==> config.mk <==
export PLATFORM = sky130hd
export DESIGN_NAME = fsts_fifo
export DESIGN_NICKNAME = d
export VERILOG_FILES = /design/src/hdl/fsts_fifo.sv
export SDC_FILE = /design/constraint.sdc
export NUM_CORES = 1
export LEC_CHECK = 0
export ABC_AREA = 1
export ABC_CLOCK_PERIOD_IN_PS = 1400
export BUFFER_PORTS_ARGS = -buffer_cell sky130_fd_sc_hd__buf_2
export CAP_MARGIN = 0
export CORE_MARGIN = 4
export CORE_UTILIZATION = 40
export CTS_CLUSTER_DIAMETER = 150
export DETAILED_ROUTE_END_ITERATION = 10
export GPL_TIMING_DRIVEN = 0
export PLACE_DENSITY = 0.72
export SLEW_MARGIN = 25
export SYNTH_ARGS = -nofsm -noshare
export SYNTH_HDL_FRONTEND = slang
export SYNTH_SLANG_ARGS = --single-unit
==> constraint.sdc <==
create_clock -name i_clk -period 1.4 [get_ports i_clk]
set_input_delay 0 -clock i_clk [delete_from_list [all_inputs] [get_ports i_clk]]
set_output_delay 0 -clock i_clk [all_outputs]
set_load 0.01 [all_outputs]
==> src/hdl/fsts_fifo.sv <==
// Small register queue used between the scoreboard stages and at the result side
module fsts_fifo #(
    parameter int DATA_W = 8,
    parameter int DEPTH  = 2
) (
    input  logic              i_clk,
    input  logic              i_rst_n,
    input  logic              i_push,
    input  logic [DATA_W-1:0] i_data,
    output logic              o_full,
    input  logic              i_pop,
    output logic [DATA_W-1:0] o_data,
    output logic              o_empty
);
    localparam int AW = (DEPTH > 1) ? $clog2(DEPTH) : 1;
    localparam int CW = $clog2(DEPTH + 1);

    logic [DATA_W-1:0] r_buf [DEPTH];
    logic [AW-1:0]     r_wp, r_rp;
    logic [CW-1:0]     r_cnt;
    logic              do_push, do_pop;

    assign o_full  = (r_cnt == CW'(DEPTH));
    assign o_empty = (r_cnt == '0);
    assign do_push = i_push && !o_full;
    assign do_pop  = i_pop && !o_empty;
    assign o_data  = r_buf[r_rp];

    always_ff @(posedge i_clk) begin
        if (do_push) begin
            r_buf[r_wp] <= i_data;
        end
    end

    always_ff @(posedge i_clk) begin
        if (!i_rst_n) begin
            r_wp  <= '0;
            r_rp  <= '0;
            r_cnt <= '0;
        end else begin
            if (do_push) begin
                r_wp <= (r_wp == AW'(DEPTH - 1)) ? '0 : r_wp + 1'b1;
            end
            if (do_pop) begin
                r_rp <= (r_rp == AW'(DEPTH - 1)) ? '0 : r_rp + 1'b1;
            end
            if (do_push && !do_pop) begin
                r_cnt <= r_cnt + 1'b1;
            end else if (do_pop && !do_push) begin
                r_cnt <= r_cnt - 1'b1;
            end
        end
    end

endmodule

**Word level (Yosys, flattened, before mapping)**

Memory sizes are Yosys's and may differ from the RTL's. A register that Yosys moved wholly into a read port is not among the register bits.
Cells that the tools add are included.
W data, S select, Z words.

- Memories kept: 1
- Output and inout bits: 10
- Word-level logic and storage cells: 27
- Bits in registers: 4
- RAM bits: 16

Memory list:

| memory | words | width | rd ports | clocked after memory_dff | write ports | RTL line | source |
|---|---|---|---|---|---|---|---|
| r_buf | 2 | 8 | 1 | 1 | 1 | 18 | `logic [DATA_W-1:0] r_buf [DEPTH];` |

- Multiplexer cells: 8
- Eq/ne operators: 1
- Reduce and logical (&&, ||, !) cells: 10
- Add/subtract/negate cells: 4

Operator list:

| cell | count |
|---|---|
| $mux W1 | 6 |
| $logic_and A1 B1 Y1 | 4 |
| $logic_not A1 Y1 | 4 |
| $mux W2 | 2 |
| $add A1 B1 Y1 const B | 2 |
| $add A2 B1 Y2 const B | 1 |
| $eq A2 B2 Y1 const B | 1 |
| $logic_not A2 Y1 | 1 |
| $reduce_bool A2 Y1 | 1 |
| $sub A2 B1 Y2 const B | 1 |

**Depth between registers and ports, before layout**

- Depth in word-level cells: 7
- Mapped depth: 10

**Least setup slack after synthesis**

Ideal clock, no wire load.

- Path type: register to register
- Start: register r_cnt[0]
- End: register r_cnt[1]
- Setup slack: 0.078 ns
- Cell stages (with the launch flop): 10
- Data arrival time: 1.258 ns
- Library setup time: 0.064 ns
- Buffers on the path: 0
- Required time: 1.336 ns
- Path through: dfxtp_1 -> nor2_1 -> nor2_2 -> inv_1 -> ha_1 -> inv_1 -> nand3_1 -> nand2_1 -> inv_1 -> nor2_1

- Word-level cells in the longest chain between the ends: 6

Ends and longest elaborated chain:

| item | RTL line | source |
|---|---|---|
| from (decl) | 20 | `logic [CW-1:0] r_cnt;` |
| from (signal assigned) | 48 | `r_cnt <= r_cnt + 1'b1;` |
| from (signal assigned) | 50 | `r_cnt <= r_cnt - 1'b1;` |
| $logic_not A2 Y1 * | 24 | `assign o_empty = (r_cnt == '0);` |
| net o_empty | 13 | `output logic o_empty` |
| $logic_not A1 Y1 * | 26 | `assign do_pop = i_pop && !o_empty;` |
| $logic_and A1 B1 Y1 * | 26 |  |
| $logic_not A1 Y1 | 47 | `if (do_push && !do_pop) begin` |
| $logic_and A1 B1 Y1 | 47 |  |
| $mux W2 or $reduce_bool A2 Y1 (tied branches) | -- |  |

Mark *: on every way through the listed nets, which the timed path passes. The rest lies on a longest branch. The select of a mux whose other input is x is not followed.
A chain may end at the register's enable or synchronous reset.

==> results.sh <==
export IMPL_finalNetCount=115
export IMPL_grt_pass1_wl_um=2370
export IMPL_p_leak_nw=0.473
export IMPL_final_period_utilization=0.928
export IMPL_synth_area_per_cell_um2=13.1
export IMPL_placedCellCount=111
export IMPL_cts_max_level=1
export IMPL_p_switching_mw=0.574
export IMPL_clockPowerShare=0.153
export IMPL_rsz0062_at_grt="false"
export IMPL_cts_tree="done"
export IMPL_die_h_um=53.4
export IMPL_start_kind="flip-flop"
export IMPL_worstPathCellList="clkbuf_4 -> mux2_2 -> buf_2"
export IMPL_place_gp_congestion=0.709
export IMPL_internal_power_mw=1.24
export IMPL_outcome="finished, final reports clean"
export IMPL_dp_hpwl_um=1020
export IMPL_critPathSlowestCell="mux2_2"
export IMPL_skew_ns=0.00391
export IMPL_clock_fmax_mhz=770
export IMPL_p_seq_frac=0.479
export IMPL_drv_cap=0
export IMPL_synthCells=63
export IMPL_slew_viol_final=0
export IMPL_die_w_um=53.4
export IMPL_via_count=577
export IMPL_die_area_mm2=0.00285
export IMPL_placed_area_um2=962
export IMPL_grt_util_met1=0.112
export IMPL_core_area_mm2=0.00196
export IMPL_drt_initial_drc_count=7
export IMPL_io_buffers=21
export IMPL_synth_area_um2=823
export IMPL_antenna_found_initial=0
export IMPL_final_common_cell="buf_2"
export IMPL_finalHoldViolCount=0
export IMPL_numCtsBuffers=3
export IMPL_ant_nets=0
export IMPL_path_max_fanout=8
export IMPL_syn_num_nets=76
export IMPL_end_kind="output pin"
export IMPL_clkTransAtPathRegs_ns=0.11
export IMPL_p_comb_frac=0.368
export IMPL_grt_pass1_vias=596
export IMPL_dr_pass1_iters=4
export IMPL_finalCriticalPeriod_ns=1.30
export IMPL_cts_num_sinks=21
export IMPL_ys_ff_latch=21
export IMPL_grt_overflow=0
export IMPL_use_met2=0.233
export IMPL_area_growth_synth_to_final_pct=39.8
export IMPL_rows=16
export IMPL_required_ns=1.40
export IMPL_relSlewSlack=0.824
export IMPL_synth_top_cell_area_share=0.584
export IMPL_ys_types=15
export IMPL_diodes=0
export IMPL_fin_area_mm2=0.00115
export IMPL_synth_area_leaders="edfxtp_1 (58%), dfxtp_1 (12%), mux2_2 (11%)"
export IMPL_drive_gt1_frac=0.455
export IMPL_tightest_slew_ns=0.264
export IMPL_wire_per_inst_um=11.8
export IMPL_ys_seq_area_frac=0.705
export IMPL_arrival_ns=1.30
export IMPL_boundaryPins=22
export IMPL_use_met3=0.0282
export IMPL_clock_latency_ns=0.29
export IMPL_start_util=0.420
export IMPL_synth_warning_count=0
export IMPL_grt_total_usage=0.120
export IMPL_clockBufferDepth=2
export IMPL_setup_slack_ns=0.100
export IMPL_dp_slack_ns=-0.0732
export IMPL_hp_class="in -> reg"
export IMPL_crit_type="reg -> out"
export IMPL_swShare=0.317
export IMPL_root_buffer="clkbuf_4"
export IMPL_power_density_mw_per_mm2=1570
export IMPL_grt_max_degree=12
export IMPL_synth_top_area_cell="edfxtp_1"
export IMPL_drc_errors=0
export IMPL_layout_common_cells="buf_2 (21), edfxtp_1 (16), dlygate4sd3_1 (9)"
export IMPL_stdcell_count=128
export IMPL_final_setup_viol_count=0
export IMPL_slowest_delay_ns=0.36
export IMPL_via_per_inst=4.51
export IMPL_gr_max_usage_layer="met2"
export IMPL_wl_um=1510
export IMPL_total_power_mw=1.81
export IMPL_ir_drop_uv=960
export IMPL_fin_util=0.587
[cell type report]
class | count | area (um^2)
Buffer | 1 | 7.51
Clock buffer | 4 | 26.3
Fill cell | 183 | 811
Inverter | 9 | 33.8
Multi-Input combinational cell | 32 | 239
Sequential cell | 21 | 586
Tap cell | 27 | 33.8
Timing Repair Buffer | 34 | 225
[per-layer routing]
metal  wire, um  share of wire
met5          0              0
met4         10         0.0066
met3         83          0.055
met2        817           0.54
met1        595           0.40
[repair_timing]
action	in CTS	in global routing
pin swaps	1	1
setup buffers	2	2
resized for setup	6	5
hold buffers	9	0
hold endpoints to repair	21	0
setup endpoints to repair	17	11
[final timing paths]
path,slack [ns],start,endpoint,cells past startpoint
setup / recovery,0.10,flip-flop,o_data[6],3
hold / removal,0.13,i_push,r_wp,5
setup reg to reg,0.10,r_cnt[1],r_cnt[1],9
hold reg to reg,0.52,r_cnt[0],r_cnt[0],2
[flip-flops by register name, summed over array words and instances, names as in the netlist, named ones only]
register / count
r_cnt: 2
r_buf: 16
r_rp: 1
r_wp: 1
[critical path: cells and delay by family, from the launching register on]
family / cells / cell delay (ns)
muxes: 1 / 0.36
buffers and inverters: 2 / 0.33
DFF: 1 / 0.32
[synthesized netlist by cell type]
cell / count
edfxtp_1: 16
nor2_1: 10
inv_1: 8
mux2_2: 8
nand2_1: 6
dfxtp_1: 5
o21ai_0: 2
a21oi_1: 1
buf_2: 1
ha_1: 1
inv_2: 1
nand3_1: 1
nand4_1: 1
nor2_2: 1
o21ai_2: 1
[power groups by stage]
stage	registers, mW	clock network, mW	logic, mW
finish	0.867	0.276	0.666
global route	0.880	0.319	0.742
CTS	0.858	0.287	0.610
detailed placement	0.863	0	0.542
global placement	0.855	0	0.522
floorplan	0.849	0	0.376
[logic make-up after synthesis]
kind of cell | Yosys count | share of synthesized area
compound gates | 4 | 0.0289
flops | 21 | 0.705
fa+ha+maj | 1 | 0.0152
mux | 8 | 0.109
buf+inv | 10 | 0.0471
simple gates | 19 | 0.0942
[metrics by stage]
step	TNS, ns	hold WS (ns)
2_1_floorplan	0	0.0989
3_3_place_gp	-0.491	0.189
3_5_place_dp	-1.09	0.196
4_1_cts	0	0.0897
5_1_grt	0	0.115
6_report	0	0.134
Power figures use the tool's default switching activity.
